### src/design/tws_pkg.sv
// tws_pkg: shared types and constants for the three-wire serial register master
// depends on nothing; used by the channel interfaces, the step core and the top level

package tws_pkg;

   // bits in one serial byte
   localparam int unsigned BYTE_BITS = 8;
   // width of the outgoing shift register: command byte then data byte
   localparam int unsigned SHIFT_W = 2 * BYTE_BITS;
   // half-period phases of one transfer before the closing tick
   localparam int unsigned TOTAL_PHASES = 4 * BYTE_BITS;
   localparam int unsigned PHASE_W = $clog2(TOTAL_PHASES + 1);

   // operation codes
   localparam logic [1:0] OP_TICK = 2'd0;
   localparam logic [1:0] OP_WRITE = 2'd1;
   localparam logic [1:0] OP_READ = 2'd2;
   // unused code, behaves as a plain tick
   localparam logic [1:0] OP_NONE = 2'd3;

   // command byte pieces
   localparam logic [BYTE_BITS-1:0] CMD_BASE = 8'h80;
   localparam logic [BYTE_BITS-1:0] CMD_RAM = 8'h40;
   localparam logic [BYTE_BITS-1:0] CMD_READ = 8'h01;

   typedef struct packed {
      logic [1:0] operation;
      logic ram_select;
      logic [4:0] reg_index;
      logic [BYTE_BITS-1:0] write_data;
      logic line_sample;
   } req_word_type;

   typedef struct packed {
      logic clock_pin;
      logic enable_pin;
      logic data_pin;
      logic data_drive;
      logic [BYTE_BITS-1:0] read_byte;
      logic read_done;
      logic busy_res;
      logic start_rejected;
   } rsp_word_type;

endpackage

### src/design/tws_channels.sv
// tws_channels: valid/ready channel interfaces for request and response words
// depends on tws_pkg for the payload types

interface tws_req_if;
   logic valid;
   logic ready;
   tws_pkg::req_word_type payload;

   modport source (output valid, output payload, input ready);
   modport sink (input valid, input payload, output ready);
endinterface

interface tws_rsp_if;
   logic valid;
   logic ready;
   tws_pkg::rsp_word_type payload;

   modport source (output valid, output payload, input ready);
   modport sink (input valid, input payload, output ready);
endinterface

### src/design/three_wire_serial_register_master.sv
// three_wire_serial_register_master: top level with request and response registers
// depends on tws_pkg, tws_channels and tws_core
//
//  channel  role   word contents
//  req_ch   sink   operation, ram_select, reg_index, write_data, line_sample
//  rsp_ch   source pin levels, read_byte, read_done, busy_res, start_rejected
//
// one request word per cycle in while the response side is not stalled, one response word per request out
// a request passes through the request register, then the step logic into the response register
// each request word is one half period of the serial clock; the transfer state
// lives in the step core and advances only when a word moves to the response register
// synchronous active-high reset clears valid flags and the transfer state
// a stalled response holds; the request register still takes one more word meanwhile

module three_wire_serial_register_master (
   input logic clock,
   input logic reset,
   tws_req_if.sink req_ch,
   tws_rsp_if.source rsp_ch
);

   logic req_valid_ff, req_valid_in;
   tws_pkg::req_word_type req_data_ff;
   logic rsp_valid_ff, rsp_valid_in;
   tws_pkg::rsp_word_type rsp_data_ff;

   logic advance;
   logic move;
   logic take;
   tws_pkg::rsp_word_type step_word;

   // response slot is free or being emptied this cycle
   assign advance = !rsp_valid_ff || rsp_ch.ready;
   // held request word steps into the response register
   assign move = req_valid_ff && advance;
   assign req_ch.ready = !req_valid_ff || advance;
   assign take = req_ch.valid && req_ch.ready;

   always_comb begin
      req_valid_in = req_valid_ff;
      if (take) begin
         req_valid_in = 1'b1;
      end else if (move) begin
         req_valid_in = 1'b0;
      end
      rsp_valid_in = rsp_valid_ff;
      if (move) begin
         rsp_valid_in = 1'b1;
      end else if (rsp_ch.ready) begin
         rsp_valid_in = 1'b0;
      end
   end

   always_ff @(posedge clock) begin
      if (reset) begin
         req_valid_ff <= 1'b0;
         rsp_valid_ff <= 1'b0;
      end else begin
         req_valid_ff <= req_valid_in;
         rsp_valid_ff <= rsp_valid_in;
      end
   end

   // payload registers
   always_ff @(posedge clock) begin
      if (take) begin
         req_data_ff <= req_ch.payload;
      end
      if (move) begin
         rsp_data_ff <= step_word;
      end
   end

   // transfer state and per-tick decode
   tws_core u_core (
      .clock    (clock),
      .reset    (reset),
      .step     (move),
      .req_word (req_data_ff),
      .rsp_word (step_word)
   );

   assign rsp_ch.valid = rsp_valid_ff;
   assign rsp_ch.payload = rsp_data_ff;

   a_move_fills: assert property (@(posedge clock) disable iff (reset)
      move |=> rsp_valid_ff)
      else $error("stepped word did not reach the response register");

   a_no_overrun: assert property (@(posedge clock) disable iff (reset)
      (req_valid_ff && !advance) |=> (req_valid_ff && $stable(req_data_ff)))
      else $error("held request word lost while response stalled");

   a_take_needs_room: assert property (@(posedge clock) disable iff (reset)
      take |-> (!req_valid_ff || move))
      else $error("request register overwritten");

endmodule

### src/design/tws_core.sv
// tws_core: transfer state registers and the per-tick step logic
// depends on tws_pkg

module tws_core (
   input  logic                  clock,
   input  logic                  reset,
   input  logic                  step,
   input  tws_pkg::req_word_type req_word,
   output tws_pkg::rsp_word_type rsp_word
);

   logic [tws_pkg::PHASE_W-1:0] phase_ff, phase_in;
   logic [tws_pkg::SHIFT_W-1:0] out_shift_ff, out_shift_in;
   logic [tws_pkg::BYTE_BITS-1:0] in_shift_ff, in_shift_in;
   logic is_read_ff, is_read_in;
   logic active_ff, active_in;

   logic start;
   logic start_read;
   logic [tws_pkg::BYTE_BITS-1:0] cmd;
   logic [tws_pkg::PHASE_W-1:0] cur_phase;
   logic [tws_pkg::SHIFT_W-1:0] cur_out;
   logic [tws_pkg::BYTE_BITS-1:0] cur_in;
   logic cur_read;
   logic reading;

   assign start = (req_word.operation == tws_pkg::OP_WRITE) ||
                  (req_word.operation == tws_pkg::OP_READ);
   assign start_read = (req_word.operation == tws_pkg::OP_READ);
   assign cmd = tws_pkg::CMD_BASE
              | (req_word.ram_select ? tws_pkg::CMD_RAM : '0)
              | {2'b00, req_word.reg_index, 1'b0}
              | (start_read ? tws_pkg::CMD_READ : '0);

   always_comb begin
      // state seen by this tick: a fresh start loads the command first
      cur_phase = phase_ff;
      cur_out = out_shift_ff;
      cur_in = in_shift_ff;
      cur_read = is_read_ff;
      if (!active_ff && start) begin
         cur_phase = '0;
         cur_out = {req_word.write_data, cmd};
         cur_in = '0;
         cur_read = start_read;
      end
      reading = cur_read && (cur_phase >= tws_pkg::PHASE_W'(2 * tws_pkg::BYTE_BITS));

      rsp_word = '0;
      phase_in = phase_ff;
      out_shift_in = out_shift_ff;
      in_shift_in = in_shift_ff;
      is_read_in = is_read_ff;
      active_in = active_ff;

      if (active_ff || start) begin
         rsp_word.busy_res = active_ff;
         rsp_word.start_rejected = active_ff && start;
         out_shift_in = cur_out;
         in_shift_in = cur_in;
         is_read_in = cur_read;
         if (cur_phase < tws_pkg::PHASE_W'(tws_pkg::TOTAL_PHASES)) begin
            rsp_word.clock_pin = cur_phase[0];
            rsp_word.enable_pin = 1'b1;
            rsp_word.data_pin = reading ? 1'b0 : cur_out[0];
            rsp_word.data_drive = !reading;
            // sample on the low half before each rising edge
            if (reading && !cur_phase[0]) begin
               in_shift_in = {req_word.line_sample, cur_in[tws_pkg::BYTE_BITS-1:1]};
            end
            if (cur_phase[0]) begin
               out_shift_in = {1'b0, cur_out[tws_pkg::SHIFT_W-1:1]};
            end
            phase_in = cur_phase + tws_pkg::PHASE_W'(1);
            active_in = 1'b1;
         end else begin
            // closing tick: chip enable drops
            if (cur_read) begin
               rsp_word.read_byte = cur_in;
               rsp_word.read_done = 1'b1;
            end
            active_in = 1'b0;
            phase_in = '0;
         end
      end
   end

   always_ff @(posedge clock) begin
      if (reset) begin
         phase_ff <= '0;
         out_shift_ff <= '0;
         in_shift_ff <= '0;
         is_read_ff <= 1'b0;
         active_ff <= 1'b0;
      end else if (step) begin
         phase_ff <= phase_in;
         out_shift_ff <= out_shift_in;
         in_shift_ff <= in_shift_in;
         is_read_ff <= is_read_in;
         active_ff <= active_in;
      end
   end

   a_phase_range: assert property (@(posedge clock) disable iff (reset)
      phase_ff <= tws_pkg::PHASE_W'(tws_pkg::TOTAL_PHASES))
      else $error("phase counter beyond closing tick");

   a_idle_phase: assert property (@(posedge clock) disable iff (reset)
      !active_ff |-> (phase_ff == '0))
      else $error("idle with nonzero phase");

   a_start_enters: assert property (@(posedge clock) disable iff (reset)
      (step && !active_ff && start) |=> (active_ff && (phase_ff == tws_pkg::PHASE_W'(1))))
      else $error("start did not begin a transfer");

   a_close_ends: assert property (@(posedge clock) disable iff (reset)
      (step && active_ff && (phase_ff == tws_pkg::PHASE_W'(tws_pkg::TOTAL_PHASES)))
      |=> !active_ff)
      else $error("closing tick did not end the transfer");

endmodule

### src/flat_wrapper.sv
// flat-port wrapper written by rule: the top's interface ports become plain ports
module three_wire_serial_register_master_flat 
  (clock, reset, req_ch_valid, req_ch_payload, req_ch_ready, rsp_ch_valid, rsp_ch_payload, rsp_ch_ready);
  tws_req_if req_ch_i ();
  tws_rsp_if rsp_ch_i ();
  input logic clock;
  input logic reset;
  input wire logic [$bits(req_ch_i.valid)-1:0] req_ch_valid;
  input wire logic [$bits(req_ch_i.payload)-1:0] req_ch_payload;
  output wire logic [$bits(req_ch_i.ready)-1:0] req_ch_ready;
  output wire logic [$bits(rsp_ch_i.valid)-1:0] rsp_ch_valid;
  output wire logic [$bits(rsp_ch_i.payload)-1:0] rsp_ch_payload;
  input wire logic [$bits(rsp_ch_i.ready)-1:0] rsp_ch_ready;
  assign req_ch_i.valid = req_ch_valid;
  assign req_ch_i.payload = req_ch_payload;
  assign req_ch_ready = req_ch_i.ready;
  assign rsp_ch_valid = rsp_ch_i.valid;
  assign rsp_ch_payload = rsp_ch_i.payload;
  assign rsp_ch_i.ready = rsp_ch_ready;
  three_wire_serial_register_master u_core (.clock(clock), .reset(reset), .req_ch(req_ch_i), .rsp_ch(rsp_ch_i));
endmodule
### config.mk
export PLATFORM = sky130hd
export DESIGN_NAME = three_wire_serial_register_master_flat
export DESIGN_NICKNAME = d
export VERILOG_FILES = /design/src/design/tws_pkg.sv /design/src/design/tws_channels.sv /design/src/design/three_wire_serial_register_master.sv /design/src/design/tws_core.sv /design/src/flat_wrapper.sv
export SDC_FILE = /design/constraint.sdc
export NUM_CORES = 1
export LEC_CHECK = 0
export ABC_AREA = 1
export BUFFER_PORTS_ARGS = -buffer_cell sky130_fd_sc_hd__buf_2
export CAP_MARGIN = 20
export CORE_ASPECT_RATIO = 1.4
export CORE_UTILIZATION = 61
export DETAILED_ROUTE_END_ITERATION = 10
export HOLD_SLACK_MARGIN = 0.08
export PLACE_DENSITY = 0.83
export SETUP_SLACK_MARGIN = 0.5
export SYNTH_ARGS = -nofsm -noshare
export SYNTH_HDL_FRONTEND = slang
export SYNTH_HIERARCHICAL = 1
export SYNTH_SLANG_ARGS = --single-unit
### constraint.sdc
create_clock -name clock -period 5.2 [get_ports clock]
set_input_delay 0.26 -clock clock [delete_from_list [all_inputs] [get_ports clock]]
set_output_delay 0.26 -clock clock [all_outputs]
set_load 0.1 [all_outputs]
==> impl_metrics.tcl <==
set metrics [dict create \
    drt_pass1_iterations 4 \
    clock_skew_ns 0.00617 \
    layout.nets 415 \
    antenna_found_initial 0 \
    postRouteAntennaNets 0 \
    seq_area_frac_synth 0.550 \
    syn_to_final_growth_pct 17.2 \
    r2r_cells 9 \
    root_buffer "clkbuf_8" \
    antennaDiodeCount 0 \
    cts_tree "yes" \
    setup_viol 0 \
    ctsResizeCount 0 \
    fp.dieH_um 84.8 \
    syn_nets 368 \
    drive_gt1_frac 0.186 \
    hold-path-endpoint "u_core/req_data_ff[4]" \
    ios 38 \
    fmax_mhz 416 \
    rrSetupSlack_ns 2.80 \
    via_per_inst 5.25 \
    dp_hpwl_um 3580 \
    place_inst 432 \
    initial_core_util 0.648 \
    first_iter_violations 117 \
    grt_pass1_wl_um 9020 \
    grt_max_degree 28 \
    p_per_area_nw_per_um2 346 \
    criticalPathCategory "register to register" \
    clkSinkCount 66 \
    instances_no_fill 459 \
    hold_path_depth 1 \
    worstPathRequired_ns 5.48 \
    critPathArrivalTime_ns 2.68 \
    wl_per_cell_um 12.0 \
    portBuffers 37 \
    drc 0 \
    path_clk_slew_ns 0.07 \
    htree_levels 3 \
    syn_area_per_cell_um2 8.65 \
    period_needed_ns 2.40 \
    ys_seq_elements 66 \
    tightest_slew_ns 1.00 \
    finalCritPeriodShare 0.462 \
    final_common_cell "nand2_1" \
    p_leak_nw 1.47 \
    end_kind "register" \
    hp-class "primary input to register" \
    reg2reg_to "u_core/u_core/phase_ff[3]" \
    crit-reg2reg-launch "u_core/req_valid_ff" \
    power.total_mw 1.21 \
    status "finished, final reports clean" \
    num_vias 2408 \
    fp-row-count 29 \
    grt_overflow 0 \
    route.final.wire_length_um 5490 \
    peakVddDrop_mv 0.297 \
    cts_made_buffers 9 \
    yosys_warnings 6 \
    grt_usage 0.240 \
    cap_violations 0 \
    final_cell_mix "nand2_1 (83), inv_1 (45), buf_2 (37)" \
    rsz0062_at_grt "no" \
    gp_congestion 0.899 \
    fillCellCount 345 \
    clock_path_buffers 2 \
    finalMaxSlewViolations 0 \
    hold_viol 0 \
    dieWidth_um 61.1 \
    critPathLaunchType "register" \
    insertion_delay_ns 0.34 \
    totalNegativeSetupSlack_ns 0 \
    timing.max_slew.rel_slack 0.329 \
    grt_pass1_vias 2210 \
    synth_cell_types 33 \
    synthCells 345 \
    dieArea_um2 5180 \
    worstHoldStart "req_ch_payload[4]" \
    cp_max_fo 27 \
    coreArea_um2 4610 \
    synth_area_um2 2980 \
]
cell families (layout without fill, tap and decap cells):
kind of cell               count (synthesis)  after routing  synth area share
AOI/OAI and AO/OA                         57             57             0.112
and+or+nand+nor                          161            161             0.244
adders and majority gates                  2              2           0.00838
DFF                                       66             66             0.550
buffers and inverters                     59            111            0.0864
metrics by stage:
step,hold slack [ns],cell area (um^2),util,setup WS [ns]
floorplan,0.322,2980,-,2.46
global placement,0.436,3170,0.688,2.87
detailed placement,0.438,3170,0.688,2.83
CTS,0.0808,3470,0.752,2.83
global route,0.0804,3500,0.759,2.56
finish,0.0925,3500,0.759,2.80
metal layers:
layer / vias up / track usage / share of wire
met1: 1081 / 0.256 / 0.41
met4: 0 / 0.136 / 0.026
li1: 1225 / - / -
met5: - / 0 / 0
met2: 86 / 0.404 / 0.53
met3: 16 / 0.0709 / 0.042
where the power goes:
| group | internal [mW] | leakage [nW] | switching (mW) |
|---|---|---|---|
| sequential | 0.572 | 0.595 | 0.0102 |
| combinational | 0.0471 | 0.769 | 0.118 |
| clock | 0.269 | 0.105 | 0.193 |
| total | 0.888 | 1.47 | 0.322 |
cell usage after synthesis, drive strengths merged:
cell type | n | area, um^2
nand2 | 88 | 348
inv | 45 | 169
dfxtp | 34 | 681
nor2 | 34 | 150
edfxtp | 32 | 961
a21oi | 30 | 165
nand3 | 24 | 138
o21ai | 17 | 92.6
buf | 10 | 73.8
nand4 | 7 | 43.8
o211ai | 6 | 45.0
or2 | 4 | 25.0
clkbuf | 3 | 11.3
ha | 2 | 25.0
nor3 | 2 | 10.0
a211oi | 1 | 7.51
a21boi | 1 | 7.51
a31oi | 1 | 6.26
and2 | 1 | 6.26
clkinv | 1 | 3.75
nor4 | 1 | 6.26
o31a | 1 | 8.76
flip-flops by register name (all words and copies together), names as in the netlist:
| register | cells |
|---|---|
| u_core/u_core/is_read_ff | 1 |
| u_core/u_core/phase_ff | 6 |
| u_core/rsp_ch.valid | 1 |
| u_core/req_data_ff | 17 |
| u_core/u_core/in_shift_ff | 8 |
| u_core/rsp_ch.payload | 15 |
| u_core/u_core/out_shift_ff | 16 |
| u_core/req_valid_ff | 1 |
| u_core/u_core/active_ff | 1 |
worst max-delay path: stages (launching register included):
cell     delay [ns]
dfxtp_1        0.35
inv_1          0.06
a21oi_1        0.12
buf_4          0.25
inv_1          0.12
nor2_2         0.79
nand2_1        0.25
nor2_1         0.18
o21ai_0        0.10
nor2_1         0.12
how the worst max path moves through the flow:
stage	endpoint	start	slack (ns)
after global placement	u_core/u_core/phase_ff[2]	rsp_ch_ready	2.87
after floorplan	u_core/u_core/out_shift_ff[5]	u_core/rsp_ch.valid	2.46
after CTS	u_core/u_core/phase_ff[3]	u_core/req_valid_ff	2.83
final	u_core/u_core/phase_ff[3]	u_core/req_valid_ff	2.80
after detailed placement	u_core/u_core/phase_ff[3]	rsp_ch_ready	2.83
after global routing	u_core/u_core/phase_ff[2]	u_core/req_valid_ff	2.56
cell type report:
cell class | instances | area, um^2 | share of cell area
clock buffers | 9 | 124 | 0.0354
multi-input cells | 220 | 1080 | 0.310
inverters | 46 | 173 | 0.0494
flip-flops and latches | 66 | 1640 | 0.469
clock inverters | 7 | 93.8 | 0.0268
repair buffers | 49 | 303 | 0.0866
well taps | 62 | 77.6 | 0.0222
repair_timing:
item                      CTS  global route
setup buffers               0             0
hold endpoints to repair    8             3
hold buffers                8             3
Power figures use the tool's default switching activity.
